$ cat config.mk
export PLATFORM = sky130hd
export DESIGN_NAME = fsc_dot_mac
export DESIGN_NICKNAME = d
export VERILOG_FILES = /design/src/hdl/fsc_pkg.sv /design/src/hdl/fsc_dot_mac.sv
export SDC_FILE = /design/constraint.sdc
export NUM_CORES = 2
export LEC_CHECK = 0
export BUFFER_PORTS_ARGS = -buffer_cell sky130_fd_sc_hd__clkbuf_2
export CAP_MARGIN = 30
export CORE_MARGIN = 3
export CORE_UTILIZATION = 50
export DETAILED_ROUTE_END_ITERATION = 6
export GPL_ROUTABILITY_DRIVEN = 0
export PLACE_DENSITY = 0.67
export SETUP_SLACK_MARGIN = 0.1
export SYNTH_ARGS = -nofsm -noshare
export SYNTH_HDL_FRONTEND = slang
export SYNTH_SLANG_ARGS = --single-unit
$ cat constraint.sdc
create_clock -name clk_i -period 0.8 [get_ports clk_i]
set_clock_uncertainty 0.05 [all_clocks]
set_input_delay 0.08 -clock clk_i [delete_from_list [all_inputs] [get_ports clk_i]]
set_output_delay 0.08 -clock clk_i [all_outputs]
set_load 0.01 [all_outputs]
$ cat src/hdl/fsc_pkg.sv
// ----------------------------------------------------------------------------
// Frustum sphere cull package
// Shared types, codes and constant tables for the frustum culling block.
// ----------------------------------------------------------------------------
package fsc_pkg;

  localparam int unsigned PLANES = 6;
  localparam int unsigned DATA_W = 32;
  localparam int unsigned T_W    = 33;
  localparam int unsigned ROOT_W = 33;
  localparam int unsigned RAD_W  = 66;
  localparam int unsigned ACC_W  = 68;

  localparam logic [1:0] MODE_LOAD   = 2'd0;
  localparam logic [1:0] MODE_POINT  = 2'd1;
  localparam logic [1:0] MODE_SPHERE = 2'd2;

  localparam logic [3:0]  LAST_ENTRY   = 4'd15;
  localparam logic [30:0] MARGIN_RESET = 31'd524288;
  localparam logic [2:0]  LAST_PLANE   = 3'(PLANES - 1);
  localparam logic [4:0]  LAST_COEF    = 5'(PLANES * 4 - 1);

  // Row paired with row 3 for left, right, top, bottom and far; near uses row 2 alone.
  localparam logic [1:0] PAIR_ROW [PLANES] = '{2'd0, 2'd0, 2'd1, 2'd1, 2'd2, 2'd2};
  localparam logic [PLANES-1:0] USE_ROW3 = 6'b011111;
  localparam logic [PLANES-1:0] PAIR_NEG = 6'b010110;

  typedef enum logic [1:0] {
    OP_SQACC,
    OP_SQRT,
    OP_DIV
  } iter_op_e;

  typedef struct packed {
    logic     start;
    logic     clr;
    iter_op_e op;
  } iter_ctl_t;

  typedef struct packed {
    logic first;
    logic last;
  } dot_tag_t;

  typedef enum logic [3:0] {
    ST_IDLE,
    ST_TEST_RUN,
    ST_TEST_DRAIN,
    ST_RESULT,
    ST_RB_ROW3,
    ST_RB_PAIR,
    ST_RB_SQ_GO,
    ST_RB_SQ_WAIT,
    ST_RB_SQRT_GO,
    ST_RB_SQRT_WAIT,
    ST_RB_DIV_GO,
    ST_RB_DIV_WAIT
  } state_e;

endpackage

$ cat src/hdl/fsc_dot_mac.sv
// ----------------------------------------------------------------------------
// Frustum sphere cull dot product multiplier
// Registered signed 32 by 32 multiplier shared by all plane distance terms.
// ----------------------------------------------------------------------------
module fsc_dot_mac (
  input  logic                clk_i,
  input  logic                rst_ni,
  input  logic                en_i,
  input  fsc_pkg::dot_tag_t   tag_i,
  input  logic signed [31:0]  a_i,
  input  logic signed [31:0]  b_i,
  output logic                vld_o,
  output fsc_pkg::dot_tag_t   tag_o,
  output logic signed [63:0]  prod_o
);

  logic               vld_q;
  fsc_pkg::dot_tag_t  tag_q;
  logic signed [63:0] prod_q;

  always_ff @(posedge clk_i or negedge rst_ni) begin
    if (!rst_ni) begin
      vld_q <= 1'b0;
    end else begin
      vld_q <= en_i;
    end
  end

  always_ff @(posedge clk_i) begin
    if (en_i) begin
      prod_q <= a_i * b_i;
      tag_q  <= tag_i;
    end
  end

  assign vld_o  = vld_q;
  assign tag_o  = tag_q;
  assign prod_o = prod_q;

endmodule

; Word level (Yosys, flattened, before mapping)
; Cells that the tools add are included.
[word_totals]
output_inout_bits = 67
reg_bits = 67
word_cells = 5
in_bits = 69
[op_classes]
multipliers = 1
[ops]
columns = operator, count
row1 = 32-bit by 32-bit multiplier with 64-bit output, 1

; Longest topological paths before layout
[logic_depth]
word_depth = 1
ltp_mapped = 28
ltp_nobuf = 27

; Worst setup path before layout
; OpenSTA, ideal clock, no wires.
[synth_timing]
kind = input port to flip-flop
startpoint = input b_i[2]
endpoint = register prod_q[62], in the netlist prod_o[62] (data pin)
stages = 24
arrival_time_ns = 7.208
path_slack_ns = -6.727
n_path_buf = 1
cell_sequence = clkbuf_1 -> nand2_1 -> inv_1 -> fa_1 -> fa_1 -> fa_1 -> fa_1 -> inv_1 -> fa_1 -> inv_1 -> fa_1 -> inv_1 -> fa_1 -> inv_1 -> fa_1 -> ha_1 -> and3_1 -> nand2_1 -> or3_1 -> o22a_1 -> o211ai_1 -> a31oi_1 -> o31ai_1 -> xor2_1
[synth_via]
elab_chain_cells = 1
[synth_lines]
columns = item, line
row1 = start: declaration, fsc_dot_mac.sv:11  ; input logic signed [31:0] b_i,
row2 = 32-bit by 32-bit multiplier with 64-bit output, fsc_dot_mac.sv:31  ; prod_q <= a_i * b_i;
row3 = end signal: assignment, fsc_dot_mac.sv:31
row4 = end: declaration, fsc_dot_mac.sv:19  ; logic signed [63:0] prod_q;
; No other way between the ends.
; A chain may end at the register's enable or synchronous reset.

; Worst setup path in the final report
[layout_timing]
startpoint = input a_i[17]
endpoint = register prod_q[58], in the netlist prod_o[58] (data pin)
[layout_via]
elab_chain_cells = 1
[layout_lines]
columns = item, line
row1 = start: declaration, fsc_dot_mac.sv:10  ; input logic signed [31:0] a_i,
row2 = 32-bit by 32-bit multiplier with 64-bit output, fsc_dot_mac.sv:31
; No other way between the ends.

==> metrics.md <==
| Metric | Value |
|---|---|
| CP dominant cell by count | `fa_1` |
| Clk root buf | `clkbuf_16` |
| Placement Cell Area | `0.04455 mm2` |
| Post-route ant nets | `0` |
| Top-area cell type share of the netlist area | `0.5705` |
| Core box area | `about 0.075 mm2` |
| Via-per-instance ratio | `5.239` |
| CTS H-Tree Depth | `3` |
| 1st-iter DRT viols | `1484` |
| Yosys warns | `0` |
| Worst EP required | `around 840 ps` |
| Reg clk slew, reported paths | `roughly 70 ps` |
| Synth area leaders | `fa_1 57%, inv_1 9.4%, and2_1 8.5%, ha_1 6.1%, edfxtp_1 5.2%` |
| Net Count, Synth | `approximately 5200` |
| IO Pins | `around 140` |
| Full die area | `0.07928 mm2` |
| Multi-input gate area | `0.03389 mm2` |
| Nets | `just under 6000` |
| Final setup fails | `129` |
| Slew margin rel. | `0.7283` |
| CP max stage cell | `fa_1` |
| # hold bufs at CTS | `3` |
| DIE HEIGHT | `281.6 um` |
| Global route overflow | `0` |
| DRC Markers | `0` |
| Worst path max stage delay | `560 ps` |
| Share of cells above drive strength 1 | `0.2648` |
| Period minus WS final | `7047 ps` |
| Area leader, netlist | `fa_1` |
| F_max | `141.9 MHz` |
| First-pass GRT wire length | `171900 um` |
| Initial DRT Pass Iterations | `5` |
| Ys flop type | `edfxtp_1` |
| Unrepaired setup endpoints after global routing | `true` |
| IO buf count | `135` |
| Maximum number of pins on one net before global-route repair | `37` |
| CTS Buf Count | `9` |
| Final wirelength | `109000 um` |
| Crit end category | `flip-flop` |
| Total global routing track utilization | `0.2829` |
| Worst Hold Class | `in2async` |
| Max cap viols | `0` |
| Final worst path period share | `8.809` |
| Final setup margin | `-6247 ps` |
| Layout Cells excl Fill | `between 5000 and 6000` |
| Status | `finished, violations left` |
| Arrival time at the worst endpoint | `7090 ps` |
| P&R area growth vs syn | `26.71%` |
| Syn Inst Count | `3887` |
| CTS tree | `done` |
| Seq/Total Area, Yosys | `0.05286` |
| Netlist Area Pre-Place | `0.03797 mm2` |
| FFs w/ async S/R, synth | `0.01493` |
| Num rows | `100` |
| Crit path max fanout | `7` |
| Register area | `around 0.0020 mm2` |
| DP Wirelength | `a little over 90000 um` |
| Failing checks | `hold timing, setup timing` |
| Crit path launch type | `input pin` |
| Crit Path Class | `in2reg` |
| Post-layout util | `0.6430` |
| FILL cells | `5833` |
| Clk buf depth | `2` |
| Wire length per cell | `about 20 um` |
| Worst slew pin tran | `405.1 ps` |
| Routed vias | `28400` |
| Initial Util | `0.5074` |
| Final Max Tran Viols | `0` |
| Placed Cells incl. Taps | `5294` |
| CTS sink cnt | `67` |
| Die Span X | `between 200 and 300 um` |
| Number of distinct library cells after synthesis | `64` |
| Number of antenna violations at the first check in global routing | `3` |
| Final hold vios | `1` |
| Design area | `between 0.04 and 0.05 mm2` |
| FF+latch count, synth | `67` |
| Post-synth EDFFs | `66` |
| Post-Syn Area per Cell | `between 9 and 10 um2` |
| Vias in the first global route | `about 32000` |
| Hold WS | `-15.70 ps` |
==> cell type report <==
type | count | area share
Antenna cell | 2 | 0.0001040
Clock buffer | 9 | 0.004681
Clock inverter | 7 | 0.001430
Inverter | 952 | 0.07436
Multi-Input combinational cell | 2668 | 0.7043
Sequential cell | 67 | 0.04172
Tap cell | 969 | 0.02520
Timing Repair Buffer | 746 | 0.1482
==> placed cells by master (no fill, tap or decap), types with 36 or more instances in the layout <==
master,n
fa_2,85
and2_1,466
fa_1,997
ha_4,62
inv_1,910
buf_4,428
edfxtp_1,66
and2_4,50
nand2_1,477
clkbuf_2,83
buf_12,66
nor2_1,36
inv_2,41
xnor2_1,37
buf_6,94
ha_1,120
==> critical path: cells and delay by family <==
kind            cells  cell delay, ps
simple gates        4             780
xor+xnor            1             120
fa+ha+maj           9            4260
buf+inv            12            1320
compound gates      4             510
==> sequential cells by signal (all words and copies together) (netlist names) <==
register and cells:
vld_o 1, prod_o 64, tag_o 2
==> synthesized netlist by cell type (6+ instances only) <==
| cell type | number |
|---|---|
| fa_1 | 1082 |
| inv_1 | 952 |
| and2_1 | 516 |
| nand2_1 | 511 |
| clkbuf_1 | 195 |
| ha_1 | 184 |
| a21oi_1 | 68 |
| edfxtp_1 | 66 |
| xnor2_1 | 53 |
| nor2_1 | 42 |
| o21ai_0 | 28 |
| a21o_1 | 23 |
| xor2_1 | 22 |
| nand3_1 | 15 |
| o21bai_1 | 15 |
| a31oi_1 | 12 |
| nand2b_1 | 9 |
| and3_1 | 7 |
| nand4_1 | 7 |
| nor3_1 | 6 |
| o31ai_1 | 6 |
==> routing by layer <==
metal  track usage  up-vias  routed length, um
li1              -    12230                  -
met1        0.3252    14810              38790
met2        0.5163      994              57150
met3       0.02294      359               4801
met4        0.1698        0               8286
met5             0        -                  0
==> final timing paths <==
kind	slack [ps]	end	cells after the start	startpoint
max	-6250	prod_o[58]	30	a_i[17]
min	-20	vld_o	2	rst_ni
max in group asynchronous	630	vld_o	2	rst_ni
min in group clk_i	80	vld_o	2	en_i
==> cell families (layout without fill, tap and decap cells) <==
logic type               after synthesis  count (layout)  synth area share
AND/OR/NAND/NOR                     1134            1134            0.1507
XOR/XNOR                              75              75           0.01730
AO/OA/AOI/OAI                        193             193           0.03398
adder cells (fa/ha/maj)             1266            1266            0.6311
other                                  0               2                 0
buffers and inverters               1152            1714            0.1140
flip-flops                            67              67           0.05286
==> stage by stage <==
step                setup WS, ps  setup TNS [ps]
finish                     -6247         -336730
floorplan                  -6450         -303350
global route               -6428         -349660
CTS                        -6209         -332890
detailed placement         -6846         -359050
global placement           -6700         -356860
==> timing repair <==
action	in CTS	in global routing
hold endpoints to repair	3	1
resized for setup	265	298
endpoints found under the setup margin	131	130
buffers inserted	33	71
cloned	1	10
pin swaps	116	204
Power is not shown: default switching activity piles up to over one toggle a cycle in this logic, so the estimate is an artifact.
