===== src/hdl/fsc_pkg.sv =====
// ----------------------------------------------------------------------------
// Frustum sphere cull package
// Shared types, codes and constant tables for the frustum culling block.
// ----------------------------------------------------------------------------
package fsc_pkg;

  localparam int unsigned PLANES = 6;
  localparam int unsigned DATA_W = 32;
  localparam int unsigned T_W    = 33;
  localparam int unsigned ROOT_W = 33;
  localparam int unsigned RAD_W  = 66;
  localparam int unsigned ACC_W  = 68;

  localparam logic [1:0] MODE_LOAD   = 2'd0;
  localparam logic [1:0] MODE_POINT  = 2'd1;
  localparam logic [1:0] MODE_SPHERE = 2'd2;

  localparam logic [3:0]  LAST_ENTRY   = 4'd15;
  localparam logic [30:0] MARGIN_RESET = 31'd524288;
  localparam logic [2:0]  LAST_PLANE   = 3'(PLANES - 1);
  localparam logic [4:0]  LAST_COEF    = 5'(PLANES * 4 - 1);

  // Row paired with row 3 for left, right, top, bottom and far; near uses row 2 alone.
  localparam logic [1:0] PAIR_ROW [PLANES] = '{2'd0, 2'd0, 2'd1, 2'd1, 2'd2, 2'd2};
  localparam logic [PLANES-1:0] USE_ROW3 = 6'b011111;
  localparam logic [PLANES-1:0] PAIR_NEG = 6'b010110;

  typedef enum logic [1:0] {
    OP_SQACC,
    OP_SQRT,
    OP_DIV
  } iter_op_e;

  typedef struct packed {
    logic     start;
    logic     clr;
    iter_op_e op;
  } iter_ctl_t;

  typedef struct packed {
    logic first;
    logic last;
  } dot_tag_t;

  typedef enum logic [3:0] {
    ST_IDLE,
    ST_TEST_RUN,
    ST_TEST_DRAIN,
    ST_RESULT,
    ST_RB_ROW3,
    ST_RB_PAIR,
    ST_RB_SQ_GO,
    ST_RB_SQ_WAIT,
    ST_RB_SQRT_GO,
    ST_RB_SQRT_WAIT,
    ST_RB_DIV_GO,
    ST_RB_DIV_WAIT
  } state_e;

endpackage


===== src/hdl/fsc_iter_unit.sv =====
// ----------------------------------------------------------------------------
// Frustum sphere cull iterative unit
// Bit-serial square accumulate, square root and divide for the plane rebuild.
// ----------------------------------------------------------------------------
module fsc_iter_unit #(
  parameter int unsigned FRAC_BITS = 16
) (
  input  logic                                   clk_i,
  input  logic                                   rst_ni,
  input  fsc_pkg::iter_ctl_t                     ctl_i,
  input  logic [fsc_pkg::T_W-1:0]                mag_i,
  output logic [fsc_pkg::ROOT_W-1:0]             root_o,
  output logic [fsc_pkg::T_W+FRAC_BITS-1:0]      quo_o,
  output logic                                   done_o
);

  localparam int unsigned DIV_W = fsc_pkg::T_W + FRAC_BITS;
  localparam int unsigned REM_W = fsc_pkg::ROOT_W + 4;
  localparam int unsigned CNT_W = $clog2(DIV_W + 1);
  localparam logic [CNT_W-1:0] SQ_STEPS   = CNT_W'(fsc_pkg::T_W);
  localparam logic [CNT_W-1:0] SQRT_STEPS = CNT_W'(fsc_pkg::RAD_W / 2);
  localparam logic [CNT_W-1:0] DIV_STEPS  = CNT_W'(DIV_W);
  localparam logic [CNT_W-1:0] CNT_ONE    = CNT_W'(1);

  logic                        busy_q;
  logic                        done_q;
  fsc_pkg::iter_op_e           op_q;
  logic [CNT_W-1:0]            cnt_q;
  logic [fsc_pkg::RAD_W-1:0]   acc_q;
  logic [fsc_pkg::RAD_W-1:0]   mcand_q;
  logic [fsc_pkg::T_W-1:0]     mplier_q;
  logic [fsc_pkg::ROOT_W-1:0]  root_q;
  logic [REM_W-1:0]            rem_q;
  logic [DIV_W-1:0]            quo_q;

  logic [fsc_pkg::RAD_W-1:0]   acc_sum;
  logic [REM_W-1:0]            sq_rem;
  logic [REM_W-1:0]            sq_trial;
  logic                        sq_ge;
  logic [REM_W-1:0]            dv_rem;
  logic [REM_W-1:0]            dv_div;
  logic                        dv_ge;

  assign acc_sum  = acc_q + (mplier_q[0] ? mcand_q : '0);
  assign sq_rem   = {rem_q[REM_W-3:0], acc_q[fsc_pkg::RAD_W-1 -: 2]};
  assign sq_trial = {2'b00, root_q, 2'b01};
  assign sq_ge    = sq_rem >= sq_trial;
  assign dv_rem   = {rem_q[REM_W-2:0], quo_q[DIV_W-1]};
  assign dv_div   = {4'b0000, root_q};
  assign dv_ge    = dv_rem >= dv_div;

  always_ff @(posedge clk_i or negedge rst_ni) begin
    if (!rst_ni) begin
      busy_q <= 1'b0;
      done_q <= 1'b0;
      cnt_q  <= '0;
      op_q   <= fsc_pkg::OP_SQACC;
    end else if (ctl_i.start) begin
      busy_q <= 1'b1;
      done_q <= 1'b0;
      op_q   <= ctl_i.op;
      case (ctl_i.op)
        fsc_pkg::OP_SQRT: cnt_q <= SQRT_STEPS;
        fsc_pkg::OP_DIV:  cnt_q <= DIV_STEPS;
        default:          cnt_q <= SQ_STEPS;
      endcase
    end else if (busy_q) begin
      cnt_q <= cnt_q - CNT_ONE;
      if (cnt_q == CNT_ONE) begin
        busy_q <= 1'b0;
        done_q <= 1'b1;
      end
    end else begin
      done_q <= 1'b0;
    end
  end

  always_ff @(posedge clk_i) begin
    if (ctl_i.start) begin
      case (ctl_i.op)
        fsc_pkg::OP_SQACC: begin
          if (ctl_i.clr) begin
            acc_q <= '0;
          end
          mcand_q  <= {{(fsc_pkg::RAD_W - fsc_pkg::T_W){1'b0}}, mag_i};
          mplier_q <= mag_i;
        end
        fsc_pkg::OP_SQRT: begin
          rem_q  <= '0;
          root_q <= '0;
        end
        fsc_pkg::OP_DIV: begin
          rem_q <= '0;
          quo_q <= {mag_i, {FRAC_BITS{1'b0}}};
        end
        default: begin
        end
      endcase
    end else if (busy_q) begin
      case (op_q)
        fsc_pkg::OP_SQACC: begin
          acc_q    <= acc_sum;
          mcand_q  <= {mcand_q[fsc_pkg::RAD_W-2:0], 1'b0};
          mplier_q <= {1'b0, mplier_q[fsc_pkg::T_W-1:1]};
        end
        fsc_pkg::OP_SQRT: begin
          rem_q  <= sq_ge ? (sq_rem - sq_trial) : sq_rem;
          root_q <= {root_q[fsc_pkg::ROOT_W-2:0], sq_ge};
          acc_q  <= {acc_q[fsc_pkg::RAD_W-3:0], 2'b00};
        end
        fsc_pkg::OP_DIV: begin
          rem_q <= dv_ge ? (dv_rem - dv_div) : dv_rem;
          quo_q <= {quo_q[DIV_W-2:0], dv_ge};
        end
        default: begin
        end
      endcase
    end
  end

  assign root_o = root_q;
  assign quo_o  = quo_q;
  assign done_o = done_q;

endmodule


===== config.mk =====
export PLATFORM = sky130hd
export DESIGN_NAME = fsc_iter_unit
export DESIGN_NICKNAME = d
export VERILOG_FILES = /design/src/hdl/fsc_pkg.sv /design/src/hdl/fsc_iter_unit.sv
export SDC_FILE = /design/constraint.sdc
export NUM_CORES = 1
export LEC_CHECK = 0
export ABC_AREA = 1
export BUFFER_PORTS_ARGS = -buffer_cell sky130_fd_sc_hd__buf_2
export CORE_AREA = 2 2 321 323
export CTS_CLUSTER_DIAMETER = 100
export DETAILED_ROUTE_END_ITERATION = 8
export DIE_AREA = 0 0 323 325
export PLACE_DENSITY = 0.51
export SLEW_MARGIN = 10
export SYNTH_ARGS = -nofsm -noshare
export SYNTH_HDL_FRONTEND = slang
export SYNTH_SLANG_ARGS = --single-unit

===== constraint.sdc =====
create_clock -name clk_i -period 8.9 [get_ports clk_i]
set_clock_uncertainty 0.15 [all_clocks]
set_input_delay 1.78 -clock clk_i [delete_from_list [all_inputs] [get_ports clk_i]]
set_output_delay 1.78 -clock clk_i [all_outputs]
set_load 0.02 [all_outputs]

; ---- Word-level counts from Yosys, hierarchy flattened
; Cells that the tools add are included.
[totals]
register_bits = 293
latchBits = 0
ram_bits = 0
rom_bits = 0
input_bits = 39
out_inout_bits = 83
wordCells = 78
memories = 0
[classes]
addsub = 4
multipliers = 0
n_div = 0
magnitude_cmp = 2
n_eq_ne = 11
n_shift = 0
muxes = 37
bitwise = 0
reduce_logical = 14
[ops]
columns = op, n
row1 = 2-to-1 mux 66 bit, 9
row2 = 2-to-1 mux 33 bit, 8
row3 = 2-to-1 mux 49 bit, 4
row4 = 2-to-1 mux 36 bit, 5
row5 = one-hot mux 66 bit (2 select lines), 1
row6 = one-hot mux 36 bit (2 select lines), 1
row7 = adder 66 bit, 1
row8 = greater-or-equal comparator 37 x 33 -> 1 bit, 1
row9 = greater-or-equal comparator 37 x 35 -> 1 bit, 1
row10 = subtractor 36 x 33 -> 36 bit, 1
row11 = subtractor 36 x 35 -> 36 bit, 1
row12 = 2-to-1 mux 6 bit, 2
row13 = AND reduction 3 bit, 4
row14 = nonzero test 2 bit, 4
row15 = == test 6 x 1 -> 1 bit (second input constant), 1
row16 = 2-to-1 mux 1 bit, 6
row17 = != test 2 x 1 -> 1 bit (second input constant), 3
row18 = nonzero test 3 bit, 2
row19 = subtractor 6 x 1 -> 6 bit (second input constant), 1
row20 = 2-to-1 mux 5 bit, 1
row21 = == test 2 x 1 -> 1 bit (second input constant), 2
row22 = == test 2 bit (second input constant), 2
row23 = logical NOT 2 bit, 2
row24 = != test 2 bit (second input constant), 2
row25 = other kinds (3), 3

; ---- Logic depth before layout (Yosys ltp)
; Gate-level depths: netlist (run 1).
[depth]
ltp_word = 5
mapped_depth = 20

; ---- Worst setup path after synthesis (run 1)
; Ideal clock, no wire load.
[synth_timing]
path_kind = input -> register
from = input ctl_i[3] in the netlist's numbering
to = register mcand_q[0] in the netlist's numbering, enable pin
setup_time_ns = 0.678
arrival_ns = 9.255
required_time_ns = 8.072
path_slack_ns = -1.183
stages = 6
n_path_buf = 2
cell_sequence = clkbuf_1 > clkinv_1 > clkbuf_1 > nand2_1 > o21ai_0 > nor3_1
[synth_via]
elab_chain_len = 2
elab_cells_between_ends = 4
classes_between = 1 x eq/ne / 3 x reduce/logical
[synth_lines]
columns = element, line_no
row1 = start: declaration, fsc_iter_unit.sv:10  ; input fsc_pkg::iter_ctl_t ctl_i,
row2 = != test 2 x 1 -> 1 bit (no source line) or nonzero test 2 bit (tied branches), n/a
row3 = AND reduction 3 bit (no source line) *, n/a
row4 = end signal: assignment, fsc_iter_unit.sv:85  ; mcand_q <= {{(fsc_pkg::RAD_W - fsc_pkg::T_W){1'b0}}, mag_i};
row5 = end signal: assignment, fsc_iter_unit.sv:103  ; mcand_q <= {mcand_q[fsc_pkg::RAD_W-2:0], 1'b0};
row6 = end: declaration, fsc_iter_unit.sv:30  ; logic [fsc_pkg::RAD_W-1:0] mcand_q;
; Every way passes the cells marked *; elsewhere a longest branch is shown, timed or not.
; A chain may end at the register's enable or synchronous reset.

; ---- Worst setup path after layout (run 1)
[layout_timing]
from = input ctl_i[3] in the netlist's numbering
to = register mcand_q[21] in the netlist's numbering, enable pin
; The elaborated chain is that of the path after synthesis.

==> results of run 1 <==
logic make-up after synthesis:
kind of cell,synth area share (%)
AOI/OAI and AO/OA,6.24
xor gates and xnor gates,2.27
adders and majority gates,7.03
buffers and inverters,13.3
DFF,34.8
and+or+nand+nor,36.4
worst min-delay path by stage:
stage                     to  cells after the start  slack (ns)
floorplan           cnt_q[3]                      1        0.30
global placement    cnt_q[3]                      1        0.33
detailed placement  cnt_q[3]                      1        0.33
CTS                 cnt_q[3]                      1        0.34
global route        cnt_q[5]                      1        0.37
finish              cnt_q[3]                      1        0.34
per-stage QoR:
step	power (W)	cells	instance area, µm²
finish	0.00654	5372	28300
global route	0.00707	5372	28300
CTS	0.00657	5372	28300
detailed placement	0.00506	5306	27200
global placement	0.00505	5306	27200
floorplan	0.00417	3881	25100
flip-flops by register name, summed over array words and instances, names as in the netlist:
name      cells
acc_q        66
mcand_q      66
quo_o        49
rem_q        36
mplier_q     33
root_o       33
cnt_q         6
op_q          2
busy_q        1
done_o        1
power by group:
part	internal, W	leakage, nW	switching, W	total [W]
Combinational	0.000977	11.7	0.00213	0.00311
Clock	0.000819	0.549	0.000654	0.00147
Sequential	0.00180	2.88	0.000165	0.00196
Total	0.00359	15.1	0.00295	0.00654
layout make-up:
class,instances,area share (%)
Multi-Input combinational cell,2736,46.2
Tap cell,1368,6.04
Inverter,770,10.2
Clock buffer,53,3.67
Timing Repair Buffer,139,2.64
Clock inverter,13,0.345
Sequential cell,293,30.9
Yosys cell counts (2+ instances only):
master and count:
xnor2_1 21, buf_4 7, nand3_4 2, dfrtp_1 10
fa_1 2, or2_2 3, clkinv_1 5, buf_2 8
nand4_1 22, nor4_1 2, nand3_2 5, o21ai_0 86
edfxtp_1 283, a21o_1 2, o21ai_1 7, ha_1 138
nor2_4 4, nor2_2 14, nand3_1 263, xor2_1 44
o211ai_1 9, nor2_1 339, buf_1 4, nand2_1 1501
and2_1 5, nor3_1 28, a21oi_1 172, inv_2 6
o21bai_1 17, clkbuf_1 52, buf_6 9, nand3b_1 29
nand2_2 11, inv_1 759
layer usage:
layer / wire length, µm / GRT usage, % / up-vias / share of wire [%]
met5: 15 / 0 / - / 0.018
met2: 37500 / 25.7 / 600 / 44
met4: 2180 / 4.30 / 2 / 2.6
met3: 5050 / 2.46 / 111 / 6.0
met1: 39800 / 22.2 / 11000 / 47
li1: - / - / 12200 / -
critical path, delay by kind of cell:
| family | cells | cell delay (ns) |
|---|---|---|
| compound gates | 1 | 0.31 |
| simple gates | 1 | 0.17 |
| buf+inv | 4 | 1.61 |
==> flow_summary_export.csv, run 1 <==
group,metric,value,unit
sta,whs,0.343,ns
layout,fillCellCount,11500,
sta,timing.fmax,251,MHz
clock_network,cts_buffers,37,
layout,num_antenna_cells,0,
drt,num_vias,23900,
layout,area_growth,12.8,%
sta,setup_viol,0,
critical_path,crit_slowest_cell,"buf_4",
logic_synthesis,synth_top_area_share,33.8,%
drt,finalWirelength,84600,µm
logic_synthesis,yosys.area.top_type,"edfxtp_1",
place,gp_congestion,0.928,
grt,grt_pass1_wl,131000,µm
critical_path,timing.rr.start,"mplier_q[0]",
clock_network,cts.path.max_buffers,3,
grt,grt_max_degree,74,
grt,antenna_found_initial,1,
clock_network,cts_tree,"built",
layout,final_common_cell,"nand2_1",
sta,hold_viol,0,
die,initial_core_util,24.8,%
worst_hold_path,min_from,"cnt_q[3]",
power_and_ir_drop,p_leak,15.1,nW
clock_network,insertion_delay,0.61,ns
clock_network,cts_hold_buf,0,
place,place.port_buffers,121,
job,cap_violations,0,
layout,seqCellArea,0.00875,mm²
clock_network,h-tree-depth,2,
logic_synthesis,seq_area_frac_synth,34.8,%
logic_synthesis,synth_area,0.0251,mm²
logic_synthesis,synth_area_leaders,"edfxtp_1 (34%), nand2_1 (22%), inv_1 (11%)",
logic_synthesis,syn_inst,3881,
grt,grt_pass1_vias,22900,
sta,fin_tns_setup,0,ns
layout,multiInputGateArea,0.0131,mm²
worst_hold_path,min_path_type,"flip-flop to flip-flop",
grt,grt_overflow,0,
die,ios,122,
drt,post_drt_via_cell_ratio,4.45,
place,dp_slack,4.28,ns
die,core_area,0.101,mm²
critical_path,cp-startpoint,"ctl_i[3]",
sta,rsz0062_at_grt,"false",
clock_network,cts.repair_timing.setup_buffer_count,0,
drt,drt_iter0_drc,1989,
power_and_ir_drop,peakVddDrop,0.155,mV
critical_path,worstSetupPathType,"primary input to flip-flop",
drt,dr.pass1.iters,6,
clock_network,cts_num_sinks,293,
critical_path,cp_slowest_stage_delay,0.77,ns
critical_path,start_kind,"primary input",
sta,report.final.slew_viol_count,0,
critical_path,end_kind,"flip-flop",
logic_synthesis,syn_nets,4060,
logic_synthesis,ys_warn_count,0,
logic_synthesis,synth_edf_count,283,
logic_synthesis,synth-seq-cells,293,
clock_network,postCtsResizedCells,0,
drt,drcViolationCount,0,
logic_synthesis,syn_area_per_cell,6.47,µm²
power_and_ir_drop,p_per_area,231,mW/mm²
layout,fin_util,28.0,%
sta,relSlewSlack,32.6,%
layout,layout-drive-gt1-share,6.17,%
drt,routedWlPerCell,15.7,µm
clock_network,cts_root_buffer,"clkbuf_16",
critical_path,regToRegSetupSlack,5.29,ns
status,status,"finished, final reports clean",
critical_path,r2r_end,"acc_q[64]",
die,rows,117,
die,dieArea,0.105,mm²
layout,nets,4156,
sta,fin_ws,4.91,ns
critical_path,crit_path_max_fanout,72,
grt,grt.total_usage,16.0,%
clock_network,clk_pin_slew,0.06,ns
critical_path,ff2ff_path_depth,19,
critical_path,arrival,4.03,ns
die,die_x,323,µm
logic_synthesis,async_reset_ff_share,3.41,%
critical_path,critical_path_required,8.94,ns
place,dp_hpwl,66300,µm
sta,min_period,3.99,ns
logic_synthesis,synth.distinct_cells,46,
drt,drtAntennaViolNets,0,
critical_path,crit_top_cell,"buf_4",
layout,final_cell_mix,"nand2_1 (1500), inv_1 (759), nor2_1 (338)",
critical_path,crit_end,"mcand_q[21]",
logic_synthesis,ys.flop_type,"edfxtp_1",
die,die_height,325,µm
sta,period_share,44.8,%
critical_path,cp_cell_sequence,"buf_6 -> inv_6 -> o21ai_0 -> nor3_4 -> buf_4 -> buf_4",
sta,worst_pin_slew,1.01,ns
Power figures use the tool's default switching activity.
==> run 2, diff against run 1 <==
Settings changed: ABC_AREA 1 to 0, CORE_AREA 2 2 321 323 to 2 2 291 293, DIE_AREA 0 0 323 325 to 0 0 293 295.
Clock period 8.9 ns to 4.1 ns, I/O delays scaled along.
==> run 2 against run 1 <==
Synthesized cell count is 41% lower. Largest cell class unchanged. First-iteration DRC count is 52% lower. Via count is 28% lower. Highest routed layer unchanged. Critical path depth is 9 higher. Design area is 13% lower. Routed wire length is 29% lower. Sequential share of layout area is 4.8 points higher. Cell count is 34% lower. Global-route usage is 2.1 points lower. Utilization is 1.6 points higher. Combinational power is 33% higher.
==> flow_summary_export.csv, run 2 <==
group,metric,value,unit
status,status,"finished, final reports clean",
logic_synthesis,yosys.area.top_type,"edfxtp_1",
critical_path,worst-path-buf-inv,3,
drt,routedWlPerCell,17.0,µm
critical_path,start_kind,"flip-flop",
critical_path,cp_cell_sequence,"buf_4 -> and2_1 -> ha_1 -> buf_4 -> nand3_1 -> a2111oi_4 -> o21ai_2 -> o211ai_1 -> a41o_1 -> o21ai_1 -> a2111oi_2 -> buf_4 -> o221ai_1 -> xnor2_1 -> a211oi_1",
worst_hold_path,min_path_type,"primary input to flip-flop",
layout,num_antenna_cells,0,
place,placed_cells,3485,
logic_synthesis,yosysMostFrequentCell,"edfxtp_1",
clock_network,cts_root_buffer,"clkbuf_16",
clock_network,cts_tree,"built",
logic_synthesis,ys_warn_count,0,
layout,fillCellCount,8848,
critical_path,ff2ff_path_depth,15,
logic_synthesis,synth_area,0.0207,mm²
logic_synthesis,syn_area_per_cell,9.06,µm²
sta,report.final.slew_viol_count,0,
logic_synthesis,async_reset_ff_share,3.41,%
logic_synthesis,synth_area_leaders,"edfxtp_1 (41%), ha_1 (8.4%), o21ai_0 (5.2%)",
critical_path,critical_path_required,4.21,ns
sta,rsz0062_at_grt,"true",
worst_hold_path,hold_path_depth,2,
die,rows,106,
critical_path,arrival,4.05,ns
grt,grt_pass1_wl,96000,µm
sta,relSlewSlack,23.7,%
die,initial_core_util,24.8,%
critical_path,end_kind,"flip-flop",
drt,drtAntennaViolNets,0,
layout,final_cell_count_no_fill,3551,
place,gp_congestion,0.892,
die,ios,122,
clock_network,cts.path.max_buffers,3,
die,core_area,0.0832,mm²
layout,area_growth,18.8,%
logic_synthesis,seq_area_frac_synth,42.4,%
die,dieArea,0.0864,mm²
critical_path,worstSetupPathType,"flip-flop to flip-flop",
job,cap_violations,0,
logic_synthesis,ys.flop_type,"edfxtp_1",
power_and_ir_drop,p_leak,10.1,nW
power_and_ir_drop,peakVddDrop,0.229,mV
critical_path,path_delay_family,"compound AO/OA/AOI/OAI gates",
place,place.port_buffers,121,
logic_synthesis,synth_edf_count,283,
critical_path,crit_path_max_fanout,9,
sta,fin_tns_setup,0,ns
layout,final_cell_mix,"edfxtp_1 (283), nand2_1 (259), o21ai_0 (208)",
sta,hold_viol,0,
layout,layout-drive-gt1-share,13.7,%
logic_synthesis,syn_nets,2458,
die,die_height,295,µm
grt,antenna_found_initial,5,
drt,drcViolationCount,0,
place,dp_hpwl,43800,µm
drt,dr.pass1.iters,5,
clock_network,cts_buffers,36,
power_and_ir_drop,p_per_area,468,mW/mm²
logic_synthesis,synthTopCellsByCount,"edfxtp_1 (283), nand2_1 (259), o21ai_0 (214)",
grt,grt_pass1_vias,17200,
clock_network,h-tree-depth,2,
drt,num_vias,17100,
layout,fin_util,29.5,%
clock_network,cts_num_sinks,293,
logic_synthesis,synth_top_area_share,41.1,%
critical_path,cp_slowest_stage_delay,0.42,ns
sta,period_share,95.9,%
grt,grt_overflow,0,
sta,setup_viol,0,
sta,timing.fmax,254,MHz
critical_path,crit_top_cell,"buf_4",
logic_synthesis,synth-seq-cells,293,
layout,final_common_cell,"edfxtp_1",
clock_network,insertion_delay,0.58,ns
drt,finalWirelength,60300,µm
drt,post_drt_via_cell_ratio,4.82,
critical_path,crit_slowest_cell,"a2111oi_4",
die,die_x,293,µm
clock_network,clk_pin_slew,0.06,ns
grt,grt.total_usage,13.9,%
sta,worst_pin_slew,1.14,ns
sta,min_period,3.93,ns
drt,drt_iter0_drc,960,
grt,grt_max_degree,108,
logic_synthesis,synth.distinct_cells,81,
layout,nets,2624,
logic_synthesis,syn_inst,2279,
critical_path,cp_num_cells,15,
[run 2: cell count changes after synthesis, sizes merged, moves of 24 or more]
cell | previous run | this run
nand2 | 1514 | 259
inv | 765 | 173
nand3 | 270 | 37
nor2 | 358 | 157
o21ai | 93 | 220
a211oi | 0 | 77
and2 | 5 | 76
nor2b | 0 | 61
a21o | 2 | 62
xnor2 | 21 | 77
clkbuf | 52 | 88
nand3b | 29 | 0
and3 | 1 | 25
[run 2: path summary, 6_finish.rpt]
path                             start           to  slack, ns
max in group asynchronous       rst_ni     cnt_q[1]       2.97
max                        mplier_q[0]    acc_q[65]       0.17
min in group asynchronous       rst_ni     cnt_q[2]       0.62
min reg2reg                mplier_q[1]  mplier_q[0]       0.40
max reg2reg                mplier_q[0]    acc_q[65]       0.17
min                           ctl_i[1]      op_q[1]       0.39
[run 2: where the power goes]
group	total [W]	switching, W	internal [W]	leakage [nW]
logic	0.00413	0.00245	0.00168	6.64
registers	0.00397	0.000244	0.00373	2.84
clock network	0.00338	0.00139	0.00198	0.588
[run 2: layout make-up]
type / instances / area [µm²] / area share, %
Tap cell: 1080 / 1350 / 5.51
Multi-Input combinational cell: 1700 / 11000 / 44.6
Inverter: 173 / 649 / 2.65
Clock buffer: 43 / 948 / 3.86
Timing Repair Buffer: 241 / 1620 / 6.60
Clock inverter: 21 / 273 / 1.11
Sequential cell: 293 / 8750 / 35.6
[run 2: cells by family (layout without fill, tap and decap cells)]
group | after synthesis | count (layout) | share of synthesized area (%)
AND/OR/NAND/NOR | 712 | 712 | 16.3
AO/OA/AOI/OAI | 708 | 708 | 21.4
flip-flops | 293 | 293 | 42.4
buffers and inverters | 286 | 478 | 5.28
adder cells (fa/ha/maj) | 140 | 140 | 8.55
XOR/XNOR | 125 | 125 | 5.30
multiplexers | 15 | 15 | 0.739
[run 2: timing repair]
item                                    4_1_cts  5_1_grt
endpoints found under the setup margin        9       18
endpoints found under the hold margin        10        0
pin swaps                                     1        5
gates resized for setup                       4       13
cloned                                        0        0
hold buffers                                  1        0
setup buffers                                 1        0
[run 2: stage by stage]
stage	power, W	instance area (µm²)	hold WS (ns)	setup slack (ns)
after global routing	0.0122	24500	0.372	-0.0297
after floorplan	0.00689	20700	0.349	-0.219
after detailed placement	0.00812	23200	0.381	-0.0923
final	0.0115	24500	0.386	0.169
after global placement	0.00812	23200	0.366	-0.0969
after CTS	0.0116	24500	0.349	0.0384
[run 2: metal layers]
layer	share of wire, %	global-route usage (%)	up-vias
li1	-	-	8538
met1	46	18.5	8172
met2	47	23.2	322
met3	4.3	2.15	86
met4	2.3	4.03	4
met5	0.025	0	-
